--- config.mk ---
export PLATFORM = sky130hd
export DESIGN_NAME = ipv4_header_checker_unit
export DESIGN_NICKNAME = d
export VERILOG_FILES = /design/src/rtl/ihc_pkg.sv /design/src/rtl/ihc_in_stage.sv /design/src/rtl/ihc_core.sv /design/src/rtl/ihc_out_stage.sv /design/src/rtl/ipv4_header_checker_unit.sv
export SDC_FILE = /design/constraint.sdc
export NUM_CORES = 1
export LEC_CHECK = 0
export BUFFER_PORTS_ARGS = -buffer_cell sky130_fd_sc_hd__buf_2
export CORE_MARGIN = 2
export CORE_UTILIZATION = 41
export DETAILED_ROUTE_END_ITERATION = 16
export PLACE_DENSITY_LB_ADDON = 0.2
export SLEW_MARGIN = 20
export SYNTH_ARGS = -nofsm -noshare
export SYNTH_HDL_FRONTEND = slang
export SYNTH_SLANG_ARGS = --single-unit
--- constraint.sdc ---
create_clock -name clk -period 13.6 [get_ports clk]
set_input_delay 1.36 -clock clk [delete_from_list [all_inputs] [get_ports clk]]
set_output_delay 1.36 -clock clk [all_outputs]
set_load 0.005 [all_outputs]
--- src/rtl/ihc_pkg.sv ---
`timescale 1ns / 1ps
`default_nettype none

package ihc_pkg;

  localparam int unsigned CFG_IDX_W  = 2;
  localparam int unsigned CFG_DATA_W = 6;

  // configuration register indexes
  localparam logic [CFG_IDX_W-1:0] REG_EXP_VERSION = 2'd0;
  localparam logic [CFG_IDX_W-1:0] REG_MIN_HDR     = 2'd1;

  localparam logic [3:0] EXP_VERSION_RST = 4'd4;
  localparam logic [5:0] MIN_HDR_RST     = 6'd20;

  // status codes, first failing check wins
  localparam logic [2:0] ST_OK         = 3'd0;
  localparam logic [2:0] ST_VERSION    = 3'd1;
  localparam logic [2:0] ST_HDR_SHORT  = 3'd2;
  localparam logic [2:0] ST_HDR_BEYOND = 3'd3;
  localparam logic [2:0] ST_TOT_BELOW  = 3'd4;
  localparam logic [2:0] ST_TOT_BEYOND = 3'd5;

  localparam logic [15:0] CKSUM_GOOD = 16'hFFFF;

  typedef struct packed {
    logic [7:0]  data_byte;
    logic        start_of_packet;
    logic [15:0] pkt_bytes;
  } in_item_t;

  typedef struct packed {
    logic        basic_ok;
    logic        checksum_ok;
    logic [2:0]  status;
    logic [3:0]  version;
    logic [5:0]  header_bytes;
    logic [15:0] ip_tot_len;
  } out_item_t;

  // handshake between input register and header core
  typedef struct packed {
    logic item_vld;
    logic advance;
  } proc_ctl_t;

endpackage

`default_nettype wire

--- src/rtl/ihc_in_stage.sv ---
`timescale 1ns / 1ps
`default_nettype none

module ihc_in_stage (
  input  wire logic             clk,
  input  wire logic             rst_n,
  input  wire logic             in_valid,
  output logic                  in_stall,
  input  wire ihc_pkg::in_item_t in_data,
  input  wire logic             advance,
  output ihc_pkg::in_item_t     item,
  output logic                  item_vld
);
  import ihc_pkg::*;

  logic     vld_r, vld_nxt;
  in_item_t item_r;
  logic     take;

  // hold the byte while the core cannot consume it
  assign in_stall = vld_r && !advance;
  assign take     = in_valid && !in_stall;

  always_comb begin
    vld_nxt = vld_r;
    if (take) begin
      vld_nxt = 1'b1;
    end else if (advance) begin
      vld_nxt = 1'b0;
    end
  end

  always_ff @(posedge clk) begin
    if (!rst_n) begin
      vld_r <= 1'b0;
    end else begin
      vld_r <= vld_nxt;
    end
    if (take) begin
      item_r <= in_data;
    end
  end

  assign item     = item_r;
  assign item_vld = vld_r;

endmodule

`default_nettype wire

--- src/rtl/ihc_core.sv ---
`timescale 1ns / 1ps
`default_nettype none

module ihc_core (
  input  wire logic              clk,
  input  wire logic              rst_n,
  input  wire ihc_pkg::in_item_t  item,
  input  wire ihc_pkg::proc_ctl_t ctl,
  input  wire logic [3:0]        exp_ver,
  input  wire logic [5:0]        min_hdr,
  output ihc_pkg::out_item_t     result,
  output logic                   emit
);
  import ihc_pkg::*;

  function automatic logic [2:0] basic_status(
    input logic [3:0]  ver,
    input logic [3:0]  ev,
    input logic [5:0]  hbc,
    input logic [5:0]  mh,
    input logic [15:0] pkt,
    input logic [15:0] tot
  );
    logic [2:0] st;
    if (ver != ev) begin
      st = ST_VERSION;
    end else if (hbc < mh) begin
      st = ST_HDR_SHORT;
    end else if ({10'd0, hbc} > pkt) begin
      st = ST_HDR_BEYOND;
    end else if (tot < {10'd0, hbc}) begin
      st = ST_TOT_BELOW;
    end else if (tot > pkt) begin
      st = ST_TOT_BEYOND;
    end else begin
      st = ST_OK;
    end
    return st;
  endfunction

  logic        in_hdr_r, in_hdr_nxt;
  logic [5:0]  idx_r, idx_nxt;
  logic [15:0] acc_r, acc_nxt;
  logic [7:0]  hi_r, hi_nxt;
  logic [3:0]  ver_r, ver_nxt;
  logic [5:0]  hbc_r, hbc_nxt;
  logic [15:0] tot_r, tot_nxt;
  logic [15:0] pkt_r, pkt_nxt;

  logic [5:0]  hbc_new;
  logic        early;
  logic [16:0] wsum;
  logic        last;
  logic        emit_raw;
  logic [2:0]  st;

  assign hbc_new = {item.data_byte[3:0], 2'b00};
  assign early   = (hbc_new < min_hdr) || ({10'd0, hbc_new} > item.pkt_bytes) ||
                   (hbc_new == 6'd0);
  // end-around carry add keeps the ones-complement sum folded
  assign wsum    = {1'b0, acc_r} + {1'b0, hi_r, item.data_byte};
  assign last    = ({1'b0, idx_r} + 7'd1) >= {1'b0, hbc_r};

  always_comb begin
    in_hdr_nxt = in_hdr_r;
    idx_nxt    = idx_r;
    acc_nxt    = acc_r;
    hi_nxt     = hi_r;
    ver_nxt    = ver_r;
    hbc_nxt    = hbc_r;
    tot_nxt    = tot_r;
    pkt_nxt    = pkt_r;
    emit_raw   = 1'b0;
    result     = '0;
    if (item.start_of_packet) begin
      pkt_nxt    = item.pkt_bytes;
      ver_nxt    = item.data_byte[7:4];
      hbc_nxt    = hbc_new;
      acc_nxt    = '0;
      tot_nxt    = '0;
      hi_nxt     = item.data_byte;
      idx_nxt    = 6'd1;
      in_hdr_nxt = !early;
      emit_raw   = early;
      st = basic_status(ver_nxt, exp_ver, hbc_new, min_hdr, item.pkt_bytes, 16'd0);
      result.basic_ok     = (st == ST_OK);
      result.checksum_ok  = 1'b0;
      result.status       = st;
      result.version      = ver_nxt;
      result.header_bytes = hbc_new;
      result.ip_tot_len   = '0;
    end else begin
      st = basic_status(ver_r, exp_ver, hbc_r, min_hdr, pkt_r, tot_r);
      if (in_hdr_r) begin
        if (idx_r == 6'd2) begin
          tot_nxt = {item.data_byte, tot_r[7:0]};
        end else if (idx_r == 6'd3) begin
          tot_nxt = {tot_r[15:8], item.data_byte};
        end
        if (idx_r[0]) begin
          acc_nxt = wsum[15:0] + {15'd0, wsum[16]};
        end else begin
          hi_nxt = item.data_byte;
        end
        if (last) begin
          in_hdr_nxt = 1'b0;
          idx_nxt    = '0;
          emit_raw   = 1'b1;
        end else begin
          idx_nxt = idx_r + 6'd1;
        end
        st = basic_status(ver_r, exp_ver, hbc_r, min_hdr, pkt_r, tot_nxt);
      end
      result.basic_ok     = (st == ST_OK);
      result.checksum_ok  = (acc_nxt == CKSUM_GOOD);
      result.status       = st;
      result.version      = ver_r;
      result.header_bytes = hbc_r;
      result.ip_tot_len   = tot_nxt;
    end
  end

  assign emit = ctl.item_vld && emit_raw;

  always_ff @(posedge clk) begin
    if (!rst_n) begin
      in_hdr_r <= 1'b0;
      idx_r    <= '0;
    end else if (ctl.advance) begin
      in_hdr_r <= in_hdr_nxt;
      idx_r    <= idx_nxt;
    end
    if (ctl.advance) begin
      acc_r <= acc_nxt;
      hi_r  <= hi_nxt;
      ver_r <= ver_nxt;
      hbc_r <= hbc_nxt;
      tot_r <= tot_nxt;
      pkt_r <= pkt_nxt;
    end
  end

endmodule

`default_nettype wire

--- src/rtl/ihc_out_stage.sv ---
`timescale 1ns / 1ps
`default_nettype none

module ihc_out_stage (
  input  wire logic               clk,
  input  wire logic               rst_n,
  input  wire logic               load,
  input  wire ihc_pkg::out_item_t  result,
  output logic                    free,
  output logic                    out_valid,
  input  wire logic               out_stall,
  output ihc_pkg::out_item_t      out_data
);
  import ihc_pkg::*;

  logic      vld_r, vld_nxt;
  out_item_t data_r;

  // room when empty or the held result leaves this cycle
  assign free = !vld_r || !out_stall;

  always_comb begin
    vld_nxt = vld_r;
    if (load) begin
      vld_nxt = 1'b1;
    end else if (vld_r && !out_stall) begin
      vld_nxt = 1'b0;
    end
  end

  always_ff @(posedge clk) begin
    if (!rst_n) begin
      vld_r <= 1'b0;
    end else begin
      vld_r <= vld_nxt;
    end
    if (load) begin
      data_r <= result;
    end
  end

  assign out_valid = vld_r;
  assign out_data  = data_r;

endmodule

`default_nettype wire

--- src/rtl/ipv4_header_checker_unit.sv ---
// a byte passes the input register, the core, then the result register
// throughput: one packet byte per cycle, but a result-producing byte waits
//   on a full, stalled result register
// reset: synchronous, active low; clears the handshake and header tracking,
//   loads expected version 4 and minimum header length 20
`timescale 1ns / 1ps
`default_nettype none

module ipv4_header_checker_unit (
  input  wire logic                             clk,
  input  wire logic                             rst_n,
  // packet byte channel
  input  wire logic                             in_valid,
  output logic                                  in_stall,
  input  wire ihc_pkg::in_item_t                 in_data,
  // result channel
  output logic                                  out_valid,
  input  wire logic                             out_stall,
  output ihc_pkg::out_item_t                     out_data,
  // configuration write channel
  input  wire logic                             cfg_valid,
  output logic                                  cfg_ready,
  input  wire logic [ihc_pkg::CFG_IDX_W-1:0]    cfg_index,
  input  wire logic [ihc_pkg::CFG_DATA_W-1:0]   cfg_wdata
);
  import ihc_pkg::*;

  // configuration registers
  logic [3:0] exp_ver_r;
  logic [5:0] min_hdr_r;

  // input register outputs
  in_item_t   item;
  logic       item_vld;

  // core and output register hookup
  proc_ctl_t  ctl;
  out_item_t  result;
  logic       emit;
  logic       out_free;
  logic       proc_go;

  // config writes are always taken; unknown indexes are dropped
  assign cfg_ready = 1'b1;

  always_ff @(posedge clk) begin
    if (!rst_n) begin
      exp_ver_r <= EXP_VERSION_RST;
      min_hdr_r <= MIN_HDR_RST;
    end else if (cfg_valid && cfg_ready) begin
      case (cfg_index)
        REG_EXP_VERSION: exp_ver_r <= cfg_wdata[3:0];
        REG_MIN_HDR:     min_hdr_r <= cfg_wdata;
        default: ;
      endcase
    end
  end

  // the core consumes the held byte unless it produces a result
  // while the output register is full and stalled
  assign proc_go      = item_vld && (!emit || out_free);
  assign ctl.item_vld = item_vld;
  assign ctl.advance  = proc_go;

  ihc_in_stage u_in (
    .clk      (clk),
    .rst_n    (rst_n),
    .in_valid (in_valid),
    .in_stall (in_stall),
    .in_data  (in_data),
    .advance  (proc_go),
    .item     (item),
    .item_vld (item_vld)
  );

  // header tracking, checksum accumulation and status decision
  ihc_core u_core (
    .clk     (clk),
    .rst_n   (rst_n),
    .item    (item),
    .ctl     (ctl),
    .exp_ver (exp_ver_r),
    .min_hdr (min_hdr_r),
    .result  (result),
    .emit    (emit)
  );

  // result register: parts the result side from the byte side
  ihc_out_stage u_out (
    .clk       (clk),
    .rst_n     (rst_n),
    .load      (proc_go && emit),
    .result    (result),
    .free      (out_free),
    .out_valid (out_valid),
    .out_stall (out_stall),
    .out_data  (out_data)
  );

  // a result-producing byte waits while the held result is stalled
  a_no_overrun: assert property (@(posedge clk) disable iff (!rst_n)
    (item_vld && emit && out_valid && out_stall) |-> in_stall)
    else $error("result would overwrite a stalled result");

  // a good checksum needs a non-empty header
  a_cksum_hdr: assert property (@(posedge clk) disable iff (!rst_n)
    (out_valid && out_data.checksum_ok) |-> (out_data.header_bytes != 6'd0))
    else $error("checksum reported good for empty header");

  // status code stays within the defined set and agrees with basic_ok
  a_status: assert property (@(posedge clk) disable iff (!rst_n)
    out_valid |-> (out_data.status <= ST_TOT_BEYOND) &&
                  (out_data.basic_ok == (out_data.status == ST_OK)))
    else $error("bad status on result");

  // a version write lands in the register on the next edge
  a_cfg_ver: assert property (@(posedge clk) disable iff (!rst_n)
    (cfg_valid && cfg_ready && (cfg_index == REG_EXP_VERSION)) |=>
      (exp_ver_r == $past(cfg_wdata[3:0])))
    else $error("expected version write lost");

endmodule

`default_nettype wire

==> impl_metrics.ini <==
[run_status]
status = finished clean

[worst_setup_path]
cp.required_ns = 13.84
max_stage_delay_ns = 0.55
cp_slowest_cell = edfxtp_1
cp_max_fo = 9
crit_top_cell = ha_1
worst-setup-path-type = reg2reg
path_cells = ha_1 -> inv_1 -> fa_1 -> nand2b_1 -> a21o_2 -> a211oi_2 -> o41ai_4 -> o21bai_1 -> a21oi_1 -> nor2_1 -> o21ai_0 -> nand2b_1 -> ha_1 -> ha_1 -> nand2_1 -> a21oi_1 -> or3b_1 -> a211oi_1 -> o2111ai_1 -> nor4_1 -> o2111ai_1 -> a2111oi_2
cp.arrival_ns = 5.42
startpoint_type = flop
endpoint_kind = flop

[global_routing]
grt_pass1_wl_mm = 33.7
grt_pass1_vias = 6237
grt_max_degree = 48
grt_use_total_pct = 20.4
grt_overflow_total = 0
grt_antenna_before_repair = 0

[die]
io_pins = 72
die_h_um = 145
start_util_pct = 41.8
die-area_um2 = 21100
placementRows = 51
die_width_um = 145
core_um2 = 19500

[clock_tree]
cts.path.max_buffers = 2
cts_buffers = 17
cts.sinks = 137
cts_tree = yes
clkTransAtPathRegs_ns = 0.07
cts-root-buf = clkbuf_16
worst_skew_pair.late_latency_ns = 0.42
cts_resized = 0
postCtsSetupBuffers = 0
h-tree-depth = 4
ctsHoldBuffers = 0

[timing]
timing.hold.ws_ns = 0.445
setup_viol = 0
fmax_mhz = 193
fin_setup_tns_ns = 0
drv_slew = 0
skew_ns = 0.0112
fin_crit_ns = 5.18
period_share_pct = 38.1
grt_setup_unrepaired = no
tightest_slew_ns = 0.846
maxSlewHeadroom_pct = 43.6
final_hold_viol_count = 0

[synth]
synth.yosys.warnings = 0
synth_edf_count = 118
async_reset_ff_share_pct = 0
ys.flop_type = edfxtp_1
yosys-mux-area-fraction_pct = 4.45
yosys.area_share.adder_pct = 12.2
synth-compound-area-share_pct = 14.4
synth_xor_area_share_pct = 3.43
synth_area_um2 = 8160
ys_top_cells_by_area = edfxtp_1 43%, ha_1 12%, dfxtp_1 4.7%
yosys.area_share.simple_pct = 13.5
post-synth-top-area-cell = edfxtp_1
synth.avg_cell_area_um2 = 10.9
ys_types = 74
yosysSeqAreaShare_pct = 48.1
ys_ff_latch = 137
synth_top_family_by_area = compound AO/OA/AOI/OAI gates
synth_top_area_share_pct = 43.4
synthCells = 746

[finish]
final_cell_mix = 118 x edfxtp_1, 78 x ha_1, 68 x buf_2
layout_commonest_cell = edfxtp_1
areaGrowthSynthToFinish_pct = 14.9
fin_nets = 932
drive_gt1_share_pct = 16.5
fillCellCount = 1842
diodes = 0
final_cell_count_no_fill = 1093

[place]
gp_routability_congestion = 0.911
place_inst = 1061
numPortBuffers = 68
place_hpwl_mm = 15.6

[drt]
num_vias = 6079
wl_per_cell_um = 19.2
via_per_inst = 5.56
ant_nets = 0
totalWireLength_mm = 20.9
drcViolationCount = 0
drtIter0Drc = 512
drt_first_pass_iters = 7

[power]
switching_power_uw = 301
pwr-share-comb_pct = 11.7
total_power_uw = 1090
seq_power_share_pct = 44.8
p_leak_uw = 0.00387
power_density_nw_per_um2 = 116
switching_share_pct = 27.7
peakVddDrop_mv = 0.0805
p_int_uw = 787
pwr-share-clk_pct = 43.5

[min_path]
hold_class = reg2reg

[run]
cap_viol_max_count = 0
## critical path, delay by kind of cell, from the launching register on
family | cells | cell delay, ns
and+or+nand+nor | 6 | 0.98
adders and majority gates | 4 | 0.98
buffers and inverters | 1 | 0.07
AOI/OAI and AO/OA | 11 | 2.37
DFF | 1 | 0.55
## registers in the layout, indices dropped and copies added, names as in the netlist, 4 cells and up
| signal | count |
|---|---|
| min_hdr_r | 6 |
| exp_ver_r | 4 |
| u_core.ver_r | 4 |
| u_core.tot_r | 16 |
| u_core.hbc_r | 4 |
| u_core.hi_r | 8 |
| u_core.idx_r | 6 |
| u_core.pkt_r | 16 |
| u_out.out_data | 29 |
| u_in.item | 25 |
| u_core.acc_r | 16 |
## power groups by stage
stage	clock network [µW]	registers, µW	logic, µW
2_1_floorplan	0	490	92.7
3_3_place_gp	0	496	122
3_5_place_dp	0	496	126
4_1_cts	480	487	127
5_1_grt	498	489	142
6_report	474	488	127
## final cells by class
cell class                      instances  area (µm²)  area share (%)
Timing Repair Buffer                   73         378            4.03
Clock buffer                           17         425            4.54
Multi-Input combinational cell        533        3950            42.1
Clock inverter                         15         173            1.84
Tap cell                              265         332            3.54
Sequential cell                       137        3920            41.8
Inverter                               53         199            2.12
## logic make-up (layout without fill, tap and decap cells)
| kind of cell | after synthesis | in the layout |
|---|---|---|
| AO/OA/AOI/OAI | 168 | 168 |
| XOR/XNOR | 32 | 32 |
| adder cells (fa/ha/maj) | 79 | 79 |
| buffers and inverters | 77 | 158 |
| flip-flops | 137 | 137 |
| multiplexers | 35 | 35 |
| other | 2 | 3 |
| AND/OR/NAND/NOR | 216 | 216 |
## Yosys cell counts, types with 4 or more instances
cell,instances
dfxtp_1,19
nand3b_1,5
a211oi_1,18
xor2_1,13
a21oi_1,40
o22ai_1,5
nor2b_1,8
xnor2_1,19
nand2_1,35
o21a_1,5
edfxtp_1,118
o21ai_0,27
a31oi_1,4
nand2b_1,11
buf_2,5
nand4_1,13
mux2_2,10
buf_4,4
ha_1,78
nor2_1,69
a21o_1,20
nand3_1,13
nor3_1,18
inv_1,53
and3_1,6
nor4_1,13
clkbuf_1,13
o21ai_1,7
mux2i_1,25
o211ai_1,4
and2_1,7
## path summary, 6_finish.rpt
check	slack (ns)	startpoint	cells past startpoint	end
setup reg to reg	8.42	u_in.item[17]	22	u_out.out_data[29]
setup / recovery	8.42	u_in.item[17]	22	u_out.out_data[29]
hold / removal	0.44	u_in.item[5]	0	u_core.pkt_r[5]
hold reg to reg	0.44	u_in.item[5]	0	u_core.pkt_r[5]
## stage by stage
| stage | cell area (µm²) | setup slack [ns] | utilization [%] |
|---|---|---|---|
| floorplan | 8170 | 9.25 | - |
| global placement | 8770 | 8.63 | 44.9 |
| detailed placement | 8770 | 8.44 | 44.9 |
| CTS | 9370 | 8.39 | 48.0 |
| global route | 9380 | 8.03 | 48.0 |
| finish | 9380 | 8.42 | 48.0 |
## per-layer routing
layer | global-route usage (%) | up-vias | share of wire (%)
li1 | - | 2922 | -
met1 | 26.4 | 2939 | 45
met2 | 33.5 | 185 | 47
met3 | 4.53 | 33 | 5.3
met4 | 7.70 | 0 | 2.5
met5 | 0 | - | 0
Note: power is estimated with default switching activity, not from simulation.
